===== config.mk =====
export PLATFORM = sky130hd
export DESIGN_NAME = lz4bd_parse
export DESIGN_NICKNAME = d
export VERILOG_FILES = /design/src/hw/rtl/lz4bd_pkg.sv /design/src/hw/rtl/lz4bd_parse.sv
export SDC_FILE = /design/constraint.sdc
export NUM_CORES = 1
export LEC_CHECK = 0
export ABC_AREA = 1
export CAP_MARGIN = 30
export CELL_PAD_IN_SITES_DETAIL_PLACEMENT = 0
export CELL_PAD_IN_SITES_GLOBAL_PLACEMENT = 1
export CORE_MARGIN = 2
export CORE_UTILIZATION = 41
export CTS_CLUSTER_DIAMETER = 30
export DETAILED_ROUTE_END_ITERATION = 7
export DONT_BUFFER_PORTS = 1
export PLACE_DENSITY_LB_ADDON = 0.1
export SETUP_SLACK_MARGIN = 0.05
export SLEW_MARGIN = 40
export SYNTH_ARGS = -nofsm -noshare
export SYNTH_HDL_FRONTEND = slang
export SYNTH_SLANG_ARGS = --single-unit

===== constraint.sdc =====
create_clock -name clk -period 3.4 [get_ports clk]
set_clock_uncertainty 0.2 [all_clocks]
set_input_delay 0.17 -clock clk [delete_from_list [all_inputs] [get_ports clk]]
set_output_delay 0.17 -clock clk [all_outputs]
set_load 0.01 [all_outputs]

===== src/hw/rtl/lz4bd_pkg.sv =====
// Shared types and constants for the LZ4 block decoder.
package lz4bd_pkg;

  // Parser phase, one-hot.
  typedef enum logic [7:0] {
    PH_TOKEN   = 8'b0000_0001,
    PH_LITEXT  = 8'b0000_0010,
    PH_LITERAL = 8'b0000_0100,
    PH_OFFLO   = 8'b0000_1000,
    PH_OFFHI   = 8'b0001_0000,
    PH_MATEXT  = 8'b0010_0000,
    PH_DRAIN   = 8'b0100_0000,
    PH_SKIP    = 8'b1000_0000
  } phase_t;

  // Result status codes.
  localparam logic [1:0] ST_OK     = 2'd0;
  localparam logic [1:0] ST_TRUNC  = 2'd1;
  localparam logic [1:0] ST_BADOFF = 2'd2;
  localparam logic [1:0] ST_BUSY   = 2'd3;

  // Input word kinds.
  localparam logic MODE_BYTE = 1'b0;
  localparam logic MODE_TICK = 1'b1;

  // Token and length-extension codes.
  localparam logic [3:0] NIB_EXT      = 4'hF;
  localparam logic [7:0] LEN_EXT_CONT = 8'hFF;
  localparam int unsigned MIN_MATCH   = 4;

  typedef struct packed {
    logic       mode;
    logic [7:0] in_byte;
    logic       in_last;
  } in_item_t;

  typedef struct packed {
    logic       out_valid;
    logic [7:0] out_byte;
    logic       byte_taken;
    logic       match_pending;
    logic       block_done;
    logic [1:0] status;
  } out_item_t;

  // What the parser hands to the history stage for one accepted word.
  typedef struct packed {
    out_item_t res;
    logic      rd_en;
    logic      wr_en;
  } issue_t;

endpackage


===== src/hw/rtl/lz4bd_parse.sv =====
// Sequence parser: token, lengths, offset and match bookkeeping.
module lz4bd_parse
  import lz4bd_pkg::*;
#(
  parameter int unsigned WINDOW_BYTES = 65536,
  parameter int unsigned LENGTH_BITS  = 32,
  parameter int unsigned AW           = $clog2(WINDOW_BYTES)
) (
  input  logic          clk,
  input  logic          rst_n,
  input  logic          acc,
  input  in_item_t      in_data,
  output issue_t        issue,
  output logic [AW-1:0] rd_addr,
  output logic [AW-1:0] wr_addr
);

  localparam int unsigned PW = $clog2(WINDOW_BYTES + 1);
  localparam int unsigned LB = LENGTH_BITS;

  phase_t        phase_r, phase_nxt;
  logic [LB-1:0] lit_left_r, lit_left_nxt;
  logic [LB-1:0] match_left_r, match_left_nxt;
  logic [15:0]   dist_r, dist_nxt;
  logic [3:0]    nib_r, nib_nxt;
  logic [PW-1:0] produced_r, produced_nxt;
  logic [AW-1:0] wp_r, wp_nxt;
  logic [1:0]    err_r, err_nxt;
  logic          end_seen_r, end_seen_nxt;

  logic [LB:0]   lit_sum, mat_sum, mat_sum4;
  logic [LB-1:0] lit_sat, mat_sat, mat_sat4;
  logic [15:0]   dist_hi;
  logic          bad_hi, bad_cur;
  logic          store, done;
  logic [7:0]    b;

  assign b = in_data.in_byte;

  // Saturating length adds: all ones is the ceiling, so carry out means clamp.
  assign lit_sum  = {1'b0, lit_left_r} + (LB+1)'(b);
  assign mat_sum  = {1'b0, match_left_r} + (LB+1)'(b);
  assign mat_sum4 = {1'b0, match_left_r} + (LB+1)'(b) + (LB+1)'(MIN_MATCH);
  assign lit_sat  = lit_sum[LB]  ? {LB{1'b1}} : lit_sum[LB-1:0];
  assign mat_sat  = mat_sum[LB]  ? {LB{1'b1}} : mat_sum[LB-1:0];
  assign mat_sat4 = mat_sum4[LB] ? {LB{1'b1}} : mat_sum4[LB-1:0];

  assign dist_hi = {b, dist_r[7:0]};
  assign bad_hi  = (dist_hi == 16'd0) || (32'(dist_hi) > 32'(produced_r)) ||
                   (32'(dist_hi) > WINDOW_BYTES);
  assign bad_cur = (dist_r == 16'd0) || (32'(dist_r) > 32'(produced_r)) ||
                   (32'(dist_r) > WINDOW_BYTES);

  // Copy source sits dist bytes behind the write pointer, modulo the window.
  always_comb begin
    if (32'(wp_r) >= 32'(dist_r)) begin
      rd_addr = AW'(32'(wp_r) - 32'(dist_r));
    end else begin
      rd_addr = AW'(32'(wp_r) + WINDOW_BYTES - 32'(dist_r));
    end
  end

  assign wr_addr = wp_r;

  always_comb begin
    phase_nxt      = phase_r;
    lit_left_nxt   = lit_left_r;
    match_left_nxt = match_left_r;
    dist_nxt       = dist_r;
    nib_nxt        = nib_r;
    produced_nxt   = produced_r;
    wp_nxt         = wp_r;
    err_nxt        = err_r;
    end_seen_nxt   = end_seen_r;
    store          = 1'b0;
    done           = 1'b0;
    issue          = '0;
    issue.res.status = err_r;

    if (in_data.mode == MODE_TICK) begin
      if (phase_r == PH_DRAIN) begin
        issue.res.out_valid = 1'b1;
        issue.rd_en         = 1'b1;
        issue.wr_en         = 1'b1;
        store               = 1'b1;
        match_left_nxt      = match_left_r - 1'b1;
        if (match_left_r == LB'(1)) begin
          if (end_seen_r) begin
            done = 1'b1;
          end else begin
            phase_nxt = PH_TOKEN;
          end
        end
      end
    end else if (phase_r == PH_DRAIN) begin
      // refuse the byte, leave state alone
      issue.res.status = ST_BUSY;
    end else begin
      issue.res.byte_taken = 1'b1;
      unique case (phase_r)
        PH_TOKEN: begin
          lit_left_nxt = LB'(b[7:4]);
          nib_nxt      = b[3:0];
          if (b[7:4] == NIB_EXT) begin
            phase_nxt = PH_LITEXT;
          end else if (b[7:4] != 4'd0) begin
            phase_nxt = PH_LITERAL;
          end else begin
            phase_nxt = PH_OFFLO;
          end
        end
        PH_LITEXT: begin
          lit_left_nxt = lit_sat;
          if (b != LEN_EXT_CONT) begin
            phase_nxt = PH_LITERAL;
          end
        end
        PH_LITERAL: begin
          issue.res.out_valid = 1'b1;
          issue.res.out_byte  = b;
          issue.wr_en         = 1'b1;
          store               = 1'b1;
          lit_left_nxt        = lit_left_r - 1'b1;
          if (lit_left_r == LB'(1)) begin
            phase_nxt = PH_OFFLO;
          end
        end
        PH_OFFLO: begin
          dist_nxt  = {8'd0, b};
          phase_nxt = PH_OFFHI;
        end
        PH_OFFHI: begin
          dist_nxt = dist_hi;
          if (nib_r == NIB_EXT) begin
            match_left_nxt = LB'(NIB_EXT);
            phase_nxt      = PH_MATEXT;
          end else begin
            match_left_nxt = LB'(nib_r) + LB'(MIN_MATCH);
            if (bad_hi) begin
              err_nxt   = ST_BADOFF;
              phase_nxt = PH_SKIP;
            end else begin
              phase_nxt = PH_DRAIN;
            end
          end
        end
        PH_MATEXT: begin
          if (b != LEN_EXT_CONT) begin
            match_left_nxt = mat_sat4;
            if (bad_cur) begin
              err_nxt   = ST_BADOFF;
              phase_nxt = PH_SKIP;
            end else begin
              phase_nxt = PH_DRAIN;
            end
          end else begin
            match_left_nxt = mat_sat;
          end
        end
        default: begin
          // skipping after an error: swallow the byte
        end
      endcase

      if (in_data.in_last) begin
        if (phase_nxt == PH_DRAIN) begin
          end_seen_nxt = 1'b1;
        end else begin
          if (phase_nxt != PH_OFFLO && phase_nxt != PH_SKIP) begin
            err_nxt = ST_TRUNC;
          end
          done = 1'b1;
        end
      end
      issue.res.status = err_nxt;
    end

    if (store) begin
      wp_nxt = (32'(wp_r) == WINDOW_BYTES - 1) ? '0 : wp_r + 1'b1;
      if (32'(produced_r) < WINDOW_BYTES) begin
        produced_nxt = produced_r + 1'b1;
      end
    end

    if (done) begin
      phase_nxt      = PH_TOKEN;
      lit_left_nxt   = '0;
      match_left_nxt = '0;
      dist_nxt       = '0;
      nib_nxt        = '0;
      produced_nxt   = '0;
      err_nxt        = ST_OK;
      end_seen_nxt   = 1'b0;
    end

    issue.res.block_done    = done;
    issue.res.match_pending = (phase_nxt == PH_DRAIN);
  end

  always_ff @(posedge clk) begin
    if (!rst_n) begin
      phase_r      <= PH_TOKEN;
      lit_left_r   <= '0;
      match_left_r <= '0;
      dist_r       <= '0;
      nib_r        <= '0;
      produced_r   <= '0;
      wp_r         <= '0;
      err_r        <= ST_OK;
      end_seen_r   <= 1'b0;
    end else if (acc) begin
      phase_r      <= phase_nxt;
      lit_left_r   <= lit_left_nxt;
      match_left_r <= match_left_nxt;
      dist_r       <= dist_nxt;
      nib_r        <= nib_nxt;
      produced_r   <= produced_nxt;
      wp_r         <= wp_nxt;
      err_r        <= err_nxt;
      end_seen_r   <= end_seen_nxt;
    end
  end

endmodule


==> results.txt, run 1 <==
* Multiplexer area fraction after synthesis: 0
- Once layout is done, the placed cells without fillers occupy between 15000 and 20000 um2.
- Count of TritonRoute iterations in the first routing pass: 5
- Number of max-cap violations: 0
- The floorplan step defined a die boundary enclosing about 35000 um2.
- The via count of the first global-routing pass was ~16000.
- Detailed placement ended at an HPWL of 45.9 mm.
- Input and output buffers added on the ports amount to 0.
* Post-Synth XOR/XNOR Area: 0.0362
- Clock latency on the worst-skew pair: 0.46 ns
- The initial antenna violation count is 3.
* Number of DRC markers in iteration 0: around 1500
* Sink Count: 128
* Portion of total power attributed to sequential cells: 0.296
- Clock slew seen by the registers of the worst setup and hold paths: approximately 0.06 ns
* Compound-gate portion of the synthesized area: 0.156
* Total grt overflow: 0
- Overall routing resource usage: 0.340
- Static timing analysis puts the maximum clock frequency at 293 MHz.
- Required time of the critical path: 3.03 ns
- In this run the power spent charging and discharging nets is 2.09 mW.
- In this run the cell area of the synthesized design comes to ~14000 um2.
* Starting density of the core: 0.413
- Row generation in the floorplan step produced 67 rows.
* Proportion of power drawn by the clock network: 0.367
* Slew headroom: 0.491
- Entering global routing, the biggest net connects 34 pins.
* Number of buffers created by CTS: 17
- Measured along the x axis, the die boundary spans ~190 um.
- The final reports fail on negative setup slack.
* Power Dens Cells: around 320 nW/um2
* Fraction of layout cells with a size suffix above 1: 0.205
- Warnings from Yosys: 0
- Crit share post-route: 1.01
- The number of endpoints with negative hold slack in the final report is 0.
- Combinational share of power: 0.338
* Placed standard-cell area: between 15000 and 20000 um2
* Switching power as a share of total power: 0.380
* Clock tree from TritonCTS: done
- At the pin with the least slew margin, the transition time is 0.757 ns.
- The synthesized design contains around 130 register bits.
- Most used cells in the layout excluding fill and tap cells: sky130_fd_sc_hd__nand2_1, sky130_fd_sc_hd__inv_1, sky130_fd_sc_hd__nor2_1
- Hold timing on the final database bottoms out at a slack of ~0.02 ns.
* Die extent in y: roughly 190 um
- Run status: finished, violations left
* Kind of path behind the tightest hold check: in -> reg
- Unrepaired setup endpoints after global routing: yes
- For this run, the post-layout net count is between 2000 and 3000.
- After detailed routing, the number of vias per cell comes to 5.47.
* Post-synthesis sequential area ratio: 0.186
* Synth Area in Adders: 0.0615
- The number of nets in the synthesized netlist is roughly 2500.
* Vias: about 17000
- Across all setup checks in the final design, the least slack found is -0.0174 ns.
- Setup-failing EPs final: 1
- Sort of element at the start of the critical path: input port
* CP arrival: roughly 3.1 ns
- The detail route stage leaves a number of antenna-violating nets equal to 0.
- between 60 and 70 I/O pins were placed.
- Final wirelength: 60.7 mm
- Period minus WS final: ~3.4 ns
- Dividing the detail-routed wire length by the instance count gives just under 20 um.
- For this run, design rule violations remaining after detail routing come to 0.
- Of the total synthesized cell area, the portion taken by AND, OR, NAND and NOR gates is 0.437.
- The worst setup path is of the in -> out kind.
- After filler insertion, the fill cell instance count of the layout stands at 3597.
- Combinational family with the most area after synthesis: simple AND/OR/NAND/NOR gates
- The clock passes through at most 2 buffers.
- Leaving out fill and tap cells, the most frequent cell in the layout is sky130_fd_sc_hd__nand2_1.
- Distinct cells, synth: 51
* Clock Tree Root: sky130_fd_sc_hd__clkbuf_16
* Element type at the critical path end: output port
- Area growth from synthesis to layout: 25.9%
- The worst-case IR drop observed on VDD is slightly above 0.0004 V.
- The total area inside the core boundary comes to ~33000 um2.
- Of all nets on the critical path, the largest fanout is 8.
* Synthesized area divided by synthesized cell count: roughly 5.6 um2
- GPL Wtd Cong: 1.02
- Total negative slack: -0.0174 ns
- After layout, the design draws a total of between 5 and 6 mW.
- Maximum level of the CTS H-tree: 4
* Final cell utilization of the core: 0.520
* Cell count after synthesis: 2462
- The final-report max-slew violation count was 0.
- Static Leakage: 7.91 nW
- First-pass GRT wire length: about 90 mm
* Int Pwr: between 3 and 4 mW
stage by stage:
step / worst slack, ns / std cells
2_1_floorplan: 0.217 / 2462
3_3_place_gp: -0.109 / 3010
6_report: -0.0174 / 3107
4_1_cts: -0.0408 / 3078
3_5_place_dp: -0.111 / 3010
5_1_grt: -0.183 / 3106
critical path, cell delays in order:
cell	delay, ns
sky130_fd_sc_hd__dlygate4sd3_1	0.80
sky130_fd_sc_hd__inv_1	0.19
sky130_fd_sc_hd__nand4_1	0.24
sky130_fd_sc_hd__inv_1	0.11
sky130_fd_sc_hd__nand2_1	0.10
sky130_fd_sc_hd__nand3_1	0.09
sky130_fd_sc_hd__nand2_1	0.12
sky130_fd_sc_hd__nand2_1	0.10
sky130_fd_sc_hd__nor2_1	0.09
sky130_fd_sc_hd__nand2_1	0.06
sky130_fd_sc_hd__nor2_2	0.12
sky130_fd_sc_hd__nand2_2	0.08
sky130_fd_sc_hd__nand2_4	0.09
sky130_fd_sc_hd__nand2_4	0.08
sky130_fd_sc_hd__nand2_8	0.09
sky130_fd_sc_hd__nand3_2	0.07
sky130_fd_sc_hd__nand3b_1	0.18
sky130_fd_sc_hd__nor2_2	0.13
sky130_fd_sc_hd__buf_6	0.12
synth_stat cells (all sizes together):
cell type	n	area, um2
a32o	1	10.0
a21o	3	22.5
nand2	679	2600
ha	63	788
buf	49	317
a31oi	9	56.3
a21oi	194	971
dfxtp	128	2560
clkbuf	41	154
o21ai	180	905
nand3	198	1040
o21a	3	22.5
a211oi	6	45.0
nor4	20	131
xnor2	10	87.6
or2	10	62.6
o31ai	6	45.0
nand4	77	482
fa	3	60.1
nor3b	2	20.0
o211ai	4	30.0
o221ai	1	8.76
xor2	47	412
nor2	339	1350
a2bb2oi	1	8.76
o21bai	1	7.51
or3	2	12.5
clkinv	5	18.8
nor3	49	275
inv	323	1220
nand3b	6	45.0
a32oi	1	8.76
a21boi	1	7.51
final timing paths:
path                                     start                       endpoint  cells past startpoint  slack [ns]
setup reg to reg  match_left_r[6]$_SDFFE_PN0P_  match_left_r[22]$_SDFFE_PN0P_                     19        0.20
hold reg to reg          err_r[1]$_SDFFE_PN0P_          err_r[1]$_SDFFE_PN0P_                      2        0.29
hold / removal                      in_data[9]  match_left_r[30]$_SDFFE_PN0P_                      6        0.02
setup / recovery                    in_data[7]                       issue[5]                     19       -0.02
cells by family (layout without fill, tap and decap cells):
family | count (synthesis) | count (layout)
AO/OA/AOI/OAI | 411 | 411
XOR/XNOR | 57 | 57
adder cells (fa/ha/maj) | 66 | 66
buffers and inverters | 418 | 614
flip-flops | 128 | 128
other | 0 | 1
AND/OR/NAND/NOR | 1382 | 1382
what timing repair did:
action | 4_1_cts | 5_1_grt
pin swaps | 24 | 61
setup endpoints to repair | 48 | 117
buffers inserted | 16 | 28
hold buffers | 20 | 0
gates resized for setup | 75 | 172
endpoints found under the hold margin | 90 | 0
area by class of cell:
cell class              count  area [um2]  area share
flip-flops and latches    128        2600       0.150
diodes                      1        2.50    0.000144
multi-input cells        1916       10300       0.594
clock inverters            13         161     0.00930
repair buffers            254        2030       0.117
inverters                 328        1260      0.0723
well taps                 448         561      0.0323
clock buffers              19         443      0.0255
layer usage:
metal  up-vias  GRT usage  wire [um]
li1       8408          -          -
met1      7763      0.441      26000
met2       722      0.555      27800
met3       112     0.0627       4890
met4         4      0.141       2060
met5         -          0         24
power by group through the flow:
stage,sequential [mW],clock (mW),combinational [mW]
after CTS,1.62,2.03,1.70
after floorplan,1.63,0,1.07
after global placement,1.65,0,1.61
after global routing,1.63,2.07,2.04
final,1.62,2.02,1.85
after detailed placement,1.65,0,1.62
flip-flops by register name, indices dropped and copies added (netlist names):
name,cells
produced_r,17
dist_r,16
phase_r,8
lit_left_r,32
match_left_r,32
wr_addr,16
err_r,2
nib_r,4
end_seen_r,1
Power figures use the tool's default switching activity.
==> run 2, diff against run 1 <==
--- a/config.mk
+++ b/config.mk
@@ -14,8 +14,9 @@
 export CTS_CLUSTER_DIAMETER = 30
 export DETAILED_ROUTE_END_ITERATION = 7
 export DONT_BUFFER_PORTS = 1
-export PLACE_DENSITY_LB_ADDON = 0.1
+export PLACE_DENSITY = 0.77
 export SETUP_SLACK_MARGIN = 0.05
+export SKIP_CTS_REPAIR_TIMING = 1
 export SLEW_MARGIN = 40
 export SYNTH_ARGS = -nofsm -noshare
 export SYNTH_HDL_FRONTEND = slang
==> run 2 against run 1 <==
  * Register-to-register slack got worse by 0.10 ns
  * Setup slack got worse by 0.11 ns
  * First-iteration DRC count rose by 1.5%
  * Global-route usage fell by 2.4 points
  * Non-clock buffer count fell by 15
  * Largest power group unchanged
  * The run ends with negative hold slack, negative setup slack left
==> results.txt, run 2 (same netlist as run 1, synthesis figures left out) <==
* Run status: finished, violations left
* Violated checks: negative hold slack, negative setup slack
- Area of the die: between 30000 and 40000 um2
- The library cell used most frequently in the layout, excluding fill and tap cells, is sky130_fd_sc_hd__nand2_1.
- The longest clock path from root to sink contains 2 buffers.
- Hold violation count in the final report: 2
- Clock latency on the worst-skew pair, taken at its later pin, is ~0.46 ns.
- Number of DRC markers in iteration 0: 1479
* First-pass GRT wire length: 87.5 mm
- Maximum level of the CTS H-tree: 4
- Pre-CTS setup slack: -0.0745 ns
* Number of cell rows: 67
- IR analysis of the VDD net gives a maximum drop of between 0.0004 and 0.0005 V.
- The congestion estimate from routability-driven global placement came to between 1 and 1.5.
- Number of max-cap violations: 0
- STA puts the critical path data arrival time at 3.15 ns.
- In the final layout, the share of cells above drive strength 1 is 0.209.
* Average wire length per cell after detail routing: roughly 19 um
* Sink Count: about 130
- Via count of the first global-routing pass: 15900
- Vias: 17100
- Final wirelength: 59.2 mm
- The die is roughly 190 um wide.
* Count of fill cells added during filler insertion: roughly 3600
* Non-filler cells, final: approximately 3100
* Highest net fanout along the worst path: 7
- Sort of element at the start of the critical path: flip-flop
- Placed standard-cell area: about 15000 um2
* DRC errors left: 0
- Final antenna-violating net count: 0
* Largest registers: lit_left_r: 32 flops, match_left_r: 32 flops, produced_r: 17 flops
- From synthesis to final layout, the design area changed by 26.9%.
* Maximum number of pins on one net before global-route repair: 43
- Clock-pin slew was measured on the worst setup and hold paths at ~0.07 ns.
- Unrepaired setup endpoints after global routing: yes
* Slew headroom: 0.304
- Detailed placer's ending HPWL: around 43 mm
* Total grt overflow: 0
- Dividing the detail-routed via count by the number of cells gives ~5.5.
- Initial antenna violation count: 3
- Final std cell area, no fill: 17500 um2
- Static Leakage: around 7.9 nW
* Clock tree from TritonCTS: done
- Overall routing resource usage: 0.316
- STA classifies the critical path endpoint as an output port.
* Period minus WS final: about 3.5 ns
- Actual transition at the worst max-transition pin: about 1.0 ns
- Kind of path behind the tightest hold check: in -> reg
- Layout Nets: 2712
- Setup-failing EPs final: 2
- Most used cells in the layout excluding fill and tap cells: sky130_fd_sc_hd__nand2_1, sky130_fd_sc_hd__inv_1, sky130_fd_sc_hd__nor2_1
* Die extent in y: ~190 um
* Count of TritonRoute iterations in the first routing pass: 7
- In this run, placement finished with an instance count of between 3000 and 4000.
- The final-report max-slew violation count is 0.
* Count of boundary I/O pins: 61
- Power Dens Cells: between 300 and 400 nW/um2
- CORE AREA: approximately 33000 um2
- Counting the buffers created by CTS gives 17.
- Crit share post-route: 1.04
* Starting density of the core: 0.413
* Clock Tree Root: sky130_fd_sc_hd__clkbuf_16
* Fmax: about 280 MHz
* Port-buffer cells: 0
- The critical path in this run is classified as reg -> out.
* Smallest hold slack: -0.00790 ns
- For the worst setup path, the data required time is about 3.0 ns.
- Fin worst setup slack: -0.124 ns
-- run 2: worst paths after layout --
path                          startpoint                          to  slack, ns  depth (start not counted)
min reg2reg   produced_r[3]$_SDFFE_PN0P_  produced_r[3]$_SDFFE_PN0P_       0.28                          2
max          produced_r[10]$_SDFFE_PN0P_                    issue[5]      -0.12                         21
max reg2reg  produced_r[14]$_SDFFE_PN0P_  produced_r[0]$_SDFFE_PN0P_       0.10                         28
min                           in_data[2]      dist_r[1]$_SDFFE_PN0P_     -0.008                          5
-- run 2: worst max-delay path, cell delays in order, from the launching register on --
cell and delay, ns:
sky130_fd_sc_hd__dfxtp_4 0.37, sky130_fd_sc_hd__inv_4 0.05, sky130_fd_sc_hd__ha_1 0.28, sky130_fd_sc_hd__a21oi_1 0.12, sky130_fd_sc_hd__o21ai_0 0.11, sky130_fd_sc_hd__nand2_1 0.08
sky130_fd_sc_hd__nand2_1 0.06, sky130_fd_sc_hd__nor2_1 0.10, sky130_fd_sc_hd__nand2_1 0.07, sky130_fd_sc_hd__nand2_2 0.10, sky130_fd_sc_hd__nand2_2 0.06, sky130_fd_sc_hd__nand2_2 0.08
sky130_fd_sc_hd__nand3_2 0.09, sky130_fd_sc_hd__nor2_2 0.13, sky130_fd_sc_hd__nand2_2 0.08, sky130_fd_sc_hd__nand2_2 0.11, sky130_fd_sc_hd__nand2_4 0.10, sky130_fd_sc_hd__nand2_8 0.13
sky130_fd_sc_hd__nand3_4 0.07, sky130_fd_sc_hd__nand3b_1 0.20, sky130_fd_sc_hd__nor2_4 0.18, sky130_fd_sc_hd__buf_6 0.13
-- run 2: layout make-up --
class	instances	area, um2	area share
repair inverters	3	28.8	0.00164
clock inverters	15	160	0.00915
inverters	328	1270	0.0724
well taps	448	561	0.0320
flip-flops and latches	128	2610	0.149
diodes	2	5.00	0.000286
multi-input cells	1916	10400	0.596
clock buffers	17	425	0.0243
repair buffers	239	2010	0.115
-- run 2: per-stage QoR --
| step | hold slack (ns) | setup TNS [ns] | util | power (mW) |
|---|---|---|---|---|
| detailed placement | 0.0760 | -0.207 | 0.460 | 3.22 |
| global placement | 0.0720 | -0.232 | 0.460 | 3.21 |
| CTS | -0.400 | -1.62 | 0.477 | 5.17 |
| finish | -0.00790 | -0.179 | 0.525 | 5.39 |
| floorplan | 0.133 | 0 | - | 2.71 |
| global route | 0.0159 | -0.648 | 0.524 | 5.65 |
-- run 2: metal layers --
metal / share of wire / up-vias / track usage
met1: 0.42 / 7891 / 0.399
met3: 0.069 / 182 / 0.0396
li1: - / 8346 / -
met5: 0 / - / 0
met2: 0.45 / 730 / 0.532
met4: 0.059 / 0 / 0.157
-- run 2: where the power goes --
part / switching [mW] / total (mW) / internal [mW] / leakage (nW)
sequential: 0.0716 / 1.63 / 1.55 / 1.05
combinational: 1.15 / 1.80 / 0.655 / 6.59
clock: 0.870 / 1.96 / 1.09 / 0.273
total: 2.09 / 5.39 / 3.30 / 7.91
